--- src/hdl/pep_pkg.sv ---
// Shared types and constants for the polynomial evaluator with range maximum.
package pep_pkg;

	localparam int NUM_COEFF   = 7;
	localparam int COEFF_W     = 16;
	localparam int X_W         = 8;
	localparam int VALUE_W     = 64;
	localparam int TERM_W      = 3;
	localparam int APB_DATA_W  = 32;
	localparam int APB_ADDR_W  = 5;
	localparam int REG_IDX_W   = 3;

	localparam logic [REG_IDX_W-1:0] REG_TERM_COUNT = 3'd0;
	localparam logic [REG_IDX_W-1:0] REG_COEFF_0    = 3'd1;

	typedef logic signed [COEFF_W-1:0] coeff_t;
	typedef logic [NUM_COEFF-1:0][COEFF_W-1:0] coeff_arr_t;

	typedef struct packed {
		logic load;
		logic step;
		logic check;
		logic advance;
		logic store;
	} pep_cmd_t;

	typedef struct packed {
		logic last_term;
		logic range_empty;
		logic at_end;
		logic is_max;
		logic out_free;
	} pep_sts_t;

endpackage

--- src/hdl/pep_req_if.sv ---
// Request channel: request type and the x range.
interface pep_req_if;
	logic                            valid;
	logic                            ready;
	logic                            req_type;
	logic signed [pep_pkg::X_W-1:0]  x_low;
	logic signed [pep_pkg::X_W-1:0]  x_high;

	modport source (output valid, req_type, x_low, x_high, input ready);
	modport sink   (input valid, req_type, x_low, x_high, output ready);
endinterface

--- src/hdl/pep_res_if.sv ---
// Result channel: polynomial value or range maximum with its clip flag.
interface pep_res_if;
	logic                                valid;
	logic                                ready;
	logic signed [pep_pkg::VALUE_W-1:0]  value;
	logic                                saturated;

	modport source (output valid, value, saturated, input ready);
	modport sink   (input valid, value, saturated, output ready);
endinterface

--- src/hdl/pep_regs.sv ---
// APB register file: term count and the seven Q8.8 coefficients.
module pep_regs (
	input  logic                                clk,
	input  logic                                arst_n,
	input  logic                                psel,
	input  logic                                penable,
	input  logic                                pwrite,
	input  logic [pep_pkg::APB_ADDR_W-1:0]      paddr,
	input  logic [pep_pkg::APB_DATA_W-1:0]      pwdata,
	output logic [pep_pkg::APB_DATA_W-1:0]      prdata,
	output logic                                pready,
	output logic [pep_pkg::TERM_W-1:0]          term_count,
	output pep_pkg::coeff_arr_t                 coeff
);

	logic [pep_pkg::TERM_W-1:0]      term_count_q;
	pep_pkg::coeff_arr_t             coeff_q;
	logic [pep_pkg::REG_IDX_W-1:0]   idx;
	logic [pep_pkg::REG_IDX_W-1:0]   cidx;
	logic                            wr_en;

	assign idx    = paddr[pep_pkg::APB_ADDR_W-1:2];
	assign cidx   = idx - pep_pkg::REG_COEFF_0;
	assign wr_en  = psel & penable & pwrite;
	assign pready = 1'b1;

	always_ff @(posedge clk or negedge arst_n) begin
		if (!arst_n) begin
			term_count_q <= 3'd1;
			coeff_q      <= '0;
		end else if (wr_en) begin
			if (idx == pep_pkg::REG_TERM_COUNT) begin
				term_count_q <= pwdata[pep_pkg::TERM_W-1:0];
			end else begin
				coeff_q[cidx] <= pwdata[pep_pkg::COEFF_W-1:0];
			end
		end
	end

	always_comb begin
		if (idx == pep_pkg::REG_TERM_COUNT) begin
			prdata = {29'd0, term_count_q};
		end else begin
			prdata = {{16{coeff_q[cidx][pep_pkg::COEFF_W-1]}}, coeff_q[cidx]};
		end
	end

	assign term_count = term_count_q;
	assign coeff      = coeff_q;

endmodule

--- src/hdl/pep_ctrl.sv ---
// Sequencer: walks Horner steps per point and points per range.
module pep_ctrl (
	input  logic               clk,
	input  logic               arst_n,
	input  logic               req_valid,
	output logic               req_ready,
	input  pep_pkg::pep_sts_t  sts,
	output pep_pkg::pep_cmd_t  cmd
);

	typedef enum logic [3:0] {
		ST_IDLE  = 4'b0001,
		ST_EVAL  = 4'b0010,
		ST_CHECK = 4'b0100,
		ST_STORE = 4'b1000
	} state_t;

	state_t state_q, state_d;

	always_ff @(posedge clk or negedge arst_n) begin
		if (!arst_n) begin
			state_q <= ST_IDLE;
		end else begin
			state_q <= state_d;
		end
	end

	always_comb begin
		state_d     = state_q;
		cmd         = '0;
		req_ready   = 1'b0;
		unique case (state_q)
			ST_IDLE: begin
				req_ready = 1'b1;
				if (req_valid) begin
					cmd.load = 1'b1;
					state_d  = sts.range_empty ? ST_STORE : ST_EVAL;
				end
			end
			ST_EVAL: begin
				cmd.step = 1'b1;
				if (sts.last_term) begin
					state_d = ST_CHECK;
				end
			end
			ST_CHECK: begin
				cmd.check = 1'b1;
				if (!sts.is_max || sts.at_end) begin
					state_d = ST_STORE;
				end else begin
					cmd.advance = 1'b1;
					state_d     = ST_EVAL;
				end
			end
			ST_STORE: begin
				if (sts.out_free) begin
					cmd.store = 1'b1;
					state_d   = ST_IDLE;
				end
			end
			default: state_d = ST_IDLE;
		endcase
	end

endmodule

--- src/hdl/pep_dp.sv ---
// Datapath: Horner multiply-add, x stepping, running maximum and result register.
module pep_dp #(
	parameter int MAX_TERMS = 7
) (
	input  logic                                  clk,
	input  logic                                  arst_n,
	input  logic [pep_pkg::TERM_W-1:0]            term_count,
	input  pep_pkg::coeff_arr_t                   coeff,
	input  logic                                  in_req_type,
	input  logic signed [pep_pkg::X_W-1:0]        in_x_low,
	input  logic signed [pep_pkg::X_W-1:0]        in_x_high,
	input  pep_pkg::pep_cmd_t                     cmd,
	output pep_pkg::pep_sts_t                     sts,
	output logic                                  out_valid,
	input  logic                                  out_ready,
	output logic signed [pep_pkg::VALUE_W-1:0]    out_value
);

	logic signed [pep_pkg::X_W-1:0]         x_q;
	logic signed [pep_pkg::X_W-1:0]         end_q;
	logic                                   max_q;
	logic [pep_pkg::TERM_W-1:0]             j_q;
	logic signed [pep_pkg::VALUE_W-1:0]     acc_q;
	logic signed [pep_pkg::VALUE_W-1:0]     best_q;
	logic signed [pep_pkg::VALUE_W-1:0]     out_value_q;
	logic                                   out_valid_q;

	logic [pep_pkg::TERM_W-1:0]             t_used;
	logic [pep_pkg::TERM_W-1:0]             t_last;
	logic signed [pep_pkg::VALUE_W-1:0]     x_ext;
	logic signed [pep_pkg::VALUE_W-1:0]     prod;
	pep_pkg::coeff_t                        c_sel;
	logic signed [pep_pkg::VALUE_W-1:0]     acc_d;

	always_comb begin
		t_used = term_count;
		if (t_used == 3'd0) begin
			t_used = 3'd1;
		end
		if (t_used > pep_pkg::TERM_W'(MAX_TERMS)) begin
			t_used = pep_pkg::TERM_W'(MAX_TERMS);
		end
		t_last = t_used - 3'd1;
	end

	assign c_sel = $signed(coeff[j_q]);
	assign x_ext = $signed({{(pep_pkg::VALUE_W-pep_pkg::X_W){x_q[pep_pkg::X_W-1]}}, x_q});
	assign prod  = acc_q * x_ext;
	assign acc_d = prod
		+ {{(pep_pkg::VALUE_W-pep_pkg::COEFF_W){c_sel[pep_pkg::COEFF_W-1]}}, c_sel};

	always_ff @(posedge clk) begin
		if (cmd.load) begin
			x_q    <= in_x_low;
			end_q  <= in_x_high;
			max_q  <= in_req_type;
			acc_q  <= '0;
			best_q <= '0;
			j_q    <= t_last;
		end else if (cmd.step) begin
			acc_q <= acc_d;
			j_q   <= j_q - 3'd1;
		end else if (cmd.check) begin
			if (max_q && (acc_q >= best_q)) begin
				best_q <= acc_q;
			end
			if (cmd.advance) begin
				x_q   <= x_q + 8'sd1;
				acc_q <= '0;
				j_q   <= t_last;
			end
		end
		if (cmd.store) begin
			out_value_q <= max_q ? best_q : acc_q;
		end
	end

	always_ff @(posedge clk or negedge arst_n) begin
		if (!arst_n) begin
			out_valid_q <= 1'b0;
		end else if (cmd.store) begin
			out_valid_q <= 1'b1;
		end else if (out_ready) begin
			out_valid_q <= 1'b0;
		end
	end

	assign sts.last_term   = (j_q == 3'd0);
	assign sts.range_empty = in_req_type && (in_x_low > in_x_high);
	assign sts.at_end      = (x_q == end_q);
	assign sts.is_max      = max_q;
	assign sts.out_free    = !out_valid_q || out_ready;

	assign out_valid = out_valid_q;
	assign out_value = out_value_q;

endmodule

--- src/hdl/polynomial_eval_range_max.sv ---
// Top level: polynomial evaluator with range maximum.
//
//  channel  dir  handshake        payload
//  req      in   valid / ready    req_type, x_low, x_high
//  res      out  valid / ready    value, saturated
//  apb      in   psel / penable   paddr, pwdata, prdata (pready tied high)
//
// One Horner multiply-add per cycle; each point ends with a check step.
// An empty range skips evaluation and goes straight to the store step.
// One request at a time; a finished result waits in the output register
// while the next request is taken, and a result not yet taken holds the
// next one back. Reset restores term count 1, coefficients 0.
module polynomial_eval_range_max #(
	parameter int MAX_TERMS = 7
) (
	input  logic                               clk,
	input  logic                               arst_n,
	input  logic                               psel,
	input  logic                               penable,
	input  logic                               pwrite,
	input  logic [pep_pkg::APB_ADDR_W-1:0]     paddr,
	input  logic [pep_pkg::APB_DATA_W-1:0]     pwdata,
	output logic [pep_pkg::APB_DATA_W-1:0]     prdata,
	output logic                               pready,
	pep_req_if.sink                            req,
	pep_res_if.source                          res
);

	logic [pep_pkg::TERM_W-1:0]  term_count;
	pep_pkg::coeff_arr_t         coeff;
	pep_pkg::pep_cmd_t           cmd;
	pep_pkg::pep_sts_t           sts;

	pep_regs u_regs (
		.clk        (clk),
		.arst_n     (arst_n),
		.psel       (psel),
		.penable    (penable),
		.pwrite     (pwrite),
		.paddr      (paddr),
		.pwdata     (pwdata),
		.prdata     (prdata),
		.pready     (pready),
		.term_count (term_count),
		.coeff      (coeff)
	);

	pep_ctrl u_ctrl (
		.clk       (clk),
		.arst_n    (arst_n),
		.req_valid (req.valid),
		.req_ready (req.ready),
		.sts       (sts),
		.cmd       (cmd)
	);

	pep_dp #(
		.MAX_TERMS (MAX_TERMS)
	) u_dp (
		.clk         (clk),
		.arst_n      (arst_n),
		.term_count  (term_count),
		.coeff       (coeff),
		.in_req_type (req.req_type),
		.in_x_low    (req.x_low),
		.in_x_high   (req.x_high),
		.cmd         (cmd),
		.sts         (sts),
		.out_valid   (res.valid),
		.out_ready   (res.ready),
		.out_value   (res.value)
	);

	// values stay below 2^58 in magnitude, so nothing is ever clipped
	assign res.saturated = 1'b0;

endmodule
--- src/flat_wrapper.sv ---
// flat-port wrapper written by rule: the top's interface ports become plain ports
module polynomial_eval_range_max_flat 
#(
	parameter int MAX_TERMS = 7
)
  (clk, arst_n, psel, penable, pwrite, paddr, pwdata, prdata, pready, req_valid, req_req_type, req_x_low, req_x_high, req_ready, res_valid, res_value, res_saturated, res_ready);
  pep_req_if req_i ();
  pep_res_if res_i ();
  input  logic clk;
  input  logic arst_n;
  input  logic psel;
  input  logic penable;
  input  logic pwrite;
  input  logic [pep_pkg::APB_ADDR_W-1:0] paddr;
  input  logic [pep_pkg::APB_DATA_W-1:0] pwdata;
  output logic [pep_pkg::APB_DATA_W-1:0] prdata;
  output logic pready;
  input wire logic [$bits(req_i.valid)-1:0] req_valid;
  input wire logic [$bits(req_i.req_type)-1:0] req_req_type;
  input wire logic [$bits(req_i.x_low)-1:0] req_x_low;
  input wire logic [$bits(req_i.x_high)-1:0] req_x_high;
  output wire logic [$bits(req_i.ready)-1:0] req_ready;
  output wire logic [$bits(res_i.valid)-1:0] res_valid;
  output wire logic [$bits(res_i.value)-1:0] res_value;
  output wire logic [$bits(res_i.saturated)-1:0] res_saturated;
  input wire logic [$bits(res_i.ready)-1:0] res_ready;
  assign req_i.valid = req_valid;
  assign req_i.req_type = req_req_type;
  assign req_i.x_low = req_x_low;
  assign req_i.x_high = req_x_high;
  assign req_ready = req_i.ready;
  assign res_valid = res_i.valid;
  assign res_value = res_i.value;
  assign res_saturated = res_i.saturated;
  assign res_i.ready = res_ready;
  polynomial_eval_range_max #(.MAX_TERMS(MAX_TERMS)) u_core (.clk(clk), .arst_n(arst_n), .psel(psel), .penable(penable), .pwrite(pwrite), .paddr(paddr), .pwdata(pwdata), .prdata(prdata), .pready(pready), .req(req_i), .res(res_i));
endmodule
--- config.mk ---
export PLATFORM = sky130hd
export DESIGN_NAME = polynomial_eval_range_max_flat
export DESIGN_NICKNAME = d
export VERILOG_FILES = /design/src/hdl/pep_pkg.sv /design/src/hdl/pep_req_if.sv /design/src/hdl/pep_res_if.sv /design/src/hdl/pep_regs.sv /design/src/hdl/pep_ctrl.sv /design/src/hdl/pep_dp.sv /design/src/hdl/polynomial_eval_range_max.sv /design/src/flat_wrapper.sv
export SDC_FILE = /design/constraint.sdc
export NUM_CORES = 2
export LEC_CHECK = 0
export ABC_AREA = 1
export BUFFER_PORTS_ARGS = -buffer_cell sky130_fd_sc_hd__clkbuf_2
export CAP_MARGIN = 20
export CORE_MARGIN = 1
export CORE_UTILIZATION = 35
export DETAILED_ROUTE_END_ITERATION = 12
export SYNTH_ARGS = -nofsm -noshare
export SYNTH_HDL_FRONTEND = slang
export SYNTH_HIERARCHICAL = 1
export SYNTH_SLANG_ARGS = --single-unit
--- constraint.sdc ---
create_clock -name clk -period 7.92 [get_ports clk]
set_input_delay 1.584 -clock clk [delete_from_list [all_inputs] [get_ports clk]]
set_output_delay 1.584 -clock clk [all_outputs]
set_load 0.02 [all_outputs]
# Word level (Yosys, flattened, before mapping)
# Cells that the tools add are included.
[classes]
reduce_logical = 24
eq_ne = 9
add_sub_neg = 5
order_cmp = 6
n_mux = 38
multipliers = 1
bitwise = 4
[op_table]
columns = ["operator", "n"]
rows = [
  ["64-bit two-way mux", 4],
  ["112-bit bitwise mux", 1],
  ["16-bit binary-select mux with 3-bit select", 2],
  ["64-bit adder", 1],
  ["64-bit >= comparator", 1],
  ["64-bit by 8-bit multiplier with 64-bit output", 1],
  ["16-bit demux with 3-bit select", 1],
  ["16-bit two-way mux", 3],
  ["32-bit two-way mux", 1],
  ["8-bit two-way mux", 4],
  ["4-bit two-way mux", 5],
  ["3-bit two-way mux", 6],
  ["4-bit one-hot mux with 4 select lines", 1],
  ["2-bit nonzero test", 5],
  ["3-bit zero test", 3],
  ["1-bit two-way mux", 9],
  ["3-bit AND reduction", 3],
  ["3-bit by 1-bit subtractor with 3-bit output (second input constant)", 3],
  ["8-bit by 2-bit adder with 8-bit output (second input constant)", 1],
  ["8-bit equality test", 1],
  ["8-bit greater-than comparator", 1],
  ["3-bit by 4-bit < comparator with 1-bit output (second input constant)", 2],
  ["2-bit AND reduction", 4],
  ["2-bit by 1-bit != test with 1-bit output (second input constant)", 3],
  ["14 further kinds", 21],
]
[totals]
input_bits = 61
elab_cells = 104
regBits = 332
out_inout_bits = 100

# Logic depth before layout (Yosys ltp)
[depth]
depth_word = 9
ltp_mapped = 33
mapped_depth_nobuf = 31

# By module
# The synthesis kept the hierarchy.
[by_module_without_submodules]
columns = ["mod", "seq_area_each_um2", "cells_per_inst", "area_per_inst_um2", "n_inst"]
rows = [
  ["pep_dp", 5109.9, 3851, 28697.5, 1],
  ["pep_regs", 2879.0, 806, 5955.7, 1],
  ["pep_ctrl", 101.3, 48, 316.6, 1],
  ["polynomial_eval_range_max", 0.0, 2, 11.3, 1],
]

# Least setup slack after synthesis
# Ideal clock, no wire load.
[synth_path]
kind = "reg-to-reg"
startpoint = "reg u_core/u_dp/j_q[2] (netlist bit)"
endpoint = "reg u_core/u_dp/acc_q[62] (netlist bit)"
arrival_ps = 7936
path_stages_with_launch = 24
path_slack_ps = -142
setup_time_ps = 126
t_required_ps = 7794
n_path_buf = 1
period_less_slack_ps = 8062
cell_sequence = "edfxtp_1 > clkbuf_1 > clkinv_1 > o21ai_1 > fa_1 > inv_1 > fa_1 > fa_1 > fa_1 > ha_1 > ha_1 > nand2_1 > nor2_1 > inv_1 > nor2_1 > inv_1 > nor3_1 > nand2_1 > nand3_1 > nand3_1 > nand2_1 > nand2_1 > nand3_1 > o21ai_0"
[synth_via]
elab_chain_len = 4
[synth_rtl]
columns = ["element", "line", "rtl"]
rows = [
  ["start: declaration", "pep_dp.sv:22", "logic [pep_pkg::TERM_W-1:0] j_q;"],
  ["start signal: assignment", "pep_dp.sv:59", "j_q <= t_last;"],
  ["start signal: assignment", "pep_dp.sv:62", "j_q <= j_q - 3'd1;"],
  ["start signal: assignment", "pep_dp.sv:70", "j_q <= t_last;"],
  ["16-bit binary-select mux with 3-bit select", "pep_dp.sv:46", "assign c_sel = $signed(coeff[j_q]);"],
  ["16-bit two-way mux (not written as such)", "pep_dp.sv:46", ""],
  ["64-bit adder", "pep_dp.sv:50", "+ {{(pep_pkg::VALUE_W-pep_pkg::COEFF_W){c_sel[pep_pkg::COEFF_W-1]}}, c_sel};"],
  ["64-bit two-way mux", "pep_dp.sv:60", "end else if (cmd.step) begin"],
  ["end signal: assignment", "pep_dp.sv:57", "acc_q <= '0;"],
  ["end signal: assignment", "pep_dp.sv:61", "acc_q <= acc_d;"],
  ["end signal: assignment", "pep_dp.sv:69", "acc_q <= '0;"],
  ["end: declaration", "pep_dp.sv:23", "logic signed [pep_pkg::VALUE_W-1:0] acc_q;"],
]
# Every way passes these cells. The select of a mux whose other input is x is not followed.
# A chain may end at the register's enable or synchronous reset.

# Worst setup path after layout
[layout_path]
startpoint = "reg u_core/u_dp/j_q[1] (netlist bit)"
endpoint = "reg u_core/u_dp/acc_q[42] (netlist bit)"
# Same word-level chain as after synthesis.

==> impl_metrics.json <==
{
  "rsz0062_at_grt": "false",
  "grtUsageMet3_pct": 2.251,
  "wire_per_inst_um": 17.24,
  "grt_busiest_layer": "met2",
  "gr-usage-met2_pct": 34.97,
  "postRouteAntennaNets": 0,
  "synth_nets": 5388,
  "grt_max_degree": 81,
  "numCtsBuffers": 42,
  "cpMaxStageDelayCell": "edfxtp_1",
  "first_global_vias": 30040,
  "drtIter0Drc": 1969,
  "critPathMaxStageDelay_ns": 0.65,
  "drive_gt1_share_pct": 6.589,
  "hold_viol_final": 0,
  "ys_ff_latch": 332,
  "fmax_mhz": 149.2,
  "criticalPathCategory": "flip-flop to flip-flop",
  "overflow": 0,
  "num-fill-cells": 10290,
  "fin_skew_ns": 0.05231,
  "io_buffer_count": 140,
  "synth_flop_cell": "dfxtp_1",
  "fp.dieH_um": 318.1,
  "synth-simple-area-share_pct": 22.19,
  "areaGrowthSynthToFinish_pct": 8.981,
  "critical_path.startpoint_type": "flip-flop",
  "route.detailed.drc": 0,
  "cts_max_level": 2,
  "vias": 29880,
  "final_nets": 5368,
  "cts_tree": "built",
  "status": "complete, no violations",
  "clockRootBuffer": "clkbuf_16",
  "synthCells": 4707,
  "synth.area.mux_share_pct": 0.02861,
  "fin_setup_tns_ns": 0,
  "drv_slew": 0,
  "clk_pin_slew_worst_paths_ns": 0.07,
  "pin_count": 161,
  "place_congestion": 0.9880,
  "ys_seq_area_share_pct": 23.13,
  "antenna_found_initial": 0,
  "final_util_pct": 38.62,
  "hpwl_mm": 77.38,
  "synth_edf_count": 84,
  "synth_top_family_by_area": "adder cells",
  "rows": 115,
  "track_usage_pct": 20.60,
  "initial_utilization_pct": 35.44,
  "cts.sinks": 332,
  "grtUsageMet1_pct": 27.98,
  "synth.avg_cell_area_um2": 7.432,
  "worstMarginPinSlew_ns": 1.068,
  "fin_crit_ns": 6.704,
  "netlist_area_mm2": 0.03498,
  "cts_hold_repair.buffers": 0,
  "synth_xor_area_share_pct": 0.6510,
  "first_pass_iters": 6,
  "totalWireLength_mm": 103.6,
  "vias_per_cell": 4.973,
  "cap_violations": 0,
  "clkLatencyLatePin_ns": 0.64,
  "synth-compound-area-share_pct": 10.35,
  "cpMostUsedCell": "nand2_1",
  "reg2reg_slack_ns": 1.22,
  "die_w_um": 318.1,
  "end_kind": "flip-flop",
  "cts_resized": 0,
  "setup_violations": 0,
  "die-area_mm2": 0.1012,
  "synth_warnings": 6,
  "finalCritPeriodShare_pct": 84.65,
  "antenna_cells": 0,
  "post-cts-setup-buffers": 0,
  "synthAdderAreaFrac_pct": 31.00,
  "ys_types": 51,
  "crit_required_ns": 8.45,
  "slew_headroom_pct": 28.34,
  "arrival_ns": 7.24,
  "hold_class": "flip-flop to flip-flop",
  "coreArea_mm2": 0.09871,
  "clk_path_buf_depth": 3,
  "synth-async-reset-ratio_pct": 36.14,
  "grt_pass1_wl_mm": 166.2,
  "path_max_fanout": 24
}
-- routing by layer --
layer / vias to the layer above / part of all wire [%]
met3: 125 / 5.1
met2: 787 / 48
li1: 14420 / -
met4: 0 / 2.1
met1: 14540 / 45
met5: - / 0
-- area by class of cell --
cell class / instances / area, um^2 / area share [%]
flip-flops and latches: 332 / 8090 / 21.22
well taps: 1287 / 1610 / 4.224
multi-input cells: 3257 / 22520 / 59.08
repair buffers: 197 / 1244 / 3.262
inverters: 857 / 3217 / 8.438
clock inverters: 24 / 296.5 / 0.7778
clock buffers: 53 / 1142 / 2.997
-- state kept, by name, indices dropped and copies added (netlist names) --
register	flops
u_core/u_dp/x_q	8
u_core/u_ctrl/state_q	4
u_core/u_dp/end_q	8
u_core/u_dp/acc_q	64
u_core/u_dp/out_valid	1
u_core/u_dp/out_value	64
u_core/u_dp/best_q	64
u_core/u_dp/max_q	1
u_core/u_regs/coeff	112
u_core/u_dp/j_q	3
u_core/u_regs/term_count	3
-- critical path, delay by kind of cell, from the launching register on --
family | cells | cell delay [ns]
and+or+nand+nor | 13 | 1.48
AOI/OAI and AO/OA | 5 | 0.94
DFF | 1 | 0.65
adders and majority gates | 6 | 2.87
buffers and inverters | 5 | 0.68
-- through the flow --
step / cells / hold WS, ns / setup slack (ns) / instance area (um^2)
2_1_floorplan: 4707 / 0.4619 / 1.211 / 34980
4_1_cts: 6003 / 0.5073 / 1.216 / 38040
5_1_grt: 6007 / 0.5291 / 0.6833 / 38120
3_3_place_gp: 5925 / 0.4854 / 1.303 / 36600
6_report: 6007 / 0.5044 / 1.216 / 38120
3_5_place_dp: 5926 / 0.4872 / 1.205 / 36600
-- path summary, 6_finish.rpt --
kind                                      endpoint                    from  cells after the start
setup / recovery             u_core/u_dp/acc_q[42]      u_core/u_dp/j_q[1]                     29
hold / removal              u_core/u_dp/best_q[53]  u_core/u_dp/best_q[53]                      2
setup reg to reg             u_core/u_dp/acc_q[42]      u_core/u_dp/j_q[1]                     29
hold reg to reg             u_core/u_dp/best_q[53]  u_core/u_dp/best_q[53]                      2
max in group asynchronous  u_core/u_regs/coeff[60]                  arst_n                      3
min in group asynchronous  u_core/u_regs/coeff[16]                  arst_n                      1
-- synthesized netlist by cell type, types with 3 or more instances --
master | number | area (um^2)
nand2_1 | 1249 | 4688
inv_1 | 851 | 3194
fa_1 | 411 | 8228
nor2_1 | 379 | 1423
o21ai_0 | 376 | 1882
nand3_1 | 222 | 1111
ha_1 | 209 | 2615
a21oi_1 | 205 | 1026
clkbuf_1 | 186 | 698.2
dfxtp_1 | 128 | 2562
dfrtp_1 | 118 | 2953
edfxtp_1 | 84 | 2522
buf_4 | 27 | 202.7
buf_2 | 22 | 110.1
o22ai_1 | 22 | 137.6
nand4_1 | 19 | 118.9
o21ai_1 | 18 | 90.09
nor3_1 | 16 | 80.08
xnor2_1 | 16 | 140.1
a21o_1 | 15 | 112.6
buf_1 | 13 | 48.80
o221ai_1 | 13 | 113.9
buf_6 | 12 | 135.1
o21bai_1 | 12 | 90.09
xor2_1 | 10 | 87.58
nor2_4 | 9 | 101.4
a31oi_1 | 8 | 50.05
or2_2 | 6 | 37.54
nor2_2 | 5 | 31.28
nor4_1 | 5 | 31.28
o211ai_1 | 5 | 37.54
inv_2 | 4 | 15.01
o21a_1 | 4 | 30.03
nand2_2 | 3 | 18.77
nand3b_1 | 3 | 22.52
-- cell families after synthesis --
| group | Yosys count |
|---|---|
| simple gates | 1924 |
| mux | 1 |
| fa+ha+maj | 620 |
| other cells | 2 |
| compound gates | 684 |
| buf+inv | 1118 |
| flops | 332 |
| xor+xnor | 26 |
-- cell usage in the layout, fill, tap and decap left out, types with 16 or more instances in the layout --
master | Yosys | routed
fa_1 | 411 | 411
clkbuf_2 | 1 | 139
nand4_1 | 19 | 19
nand2_1 | 1249 | 1249
clkbuf_16 | 0 | 42
edfxtp_1 | 84 | 84
dfxtp_1 | 128 | 128
ha_1 | 209 | 209
inv_1 | 851 | 850
o21ai_0 | 376 | 376
o22ai_1 | 22 | 22
nand3_1 | 222 | 221
dfrtp_1 | 118 | 118
a21oi_1 | 205 | 205
buf_4 | 27 | 49
nor2_1 | 379 | 375
xnor2_1 | 16 | 16
nor3_1 | 16 | 16
o21ai_1 | 18 | 17
Power is not shown: default switching activity piles up to over one toggle a cycle in this logic, so the estimate is an artifact.
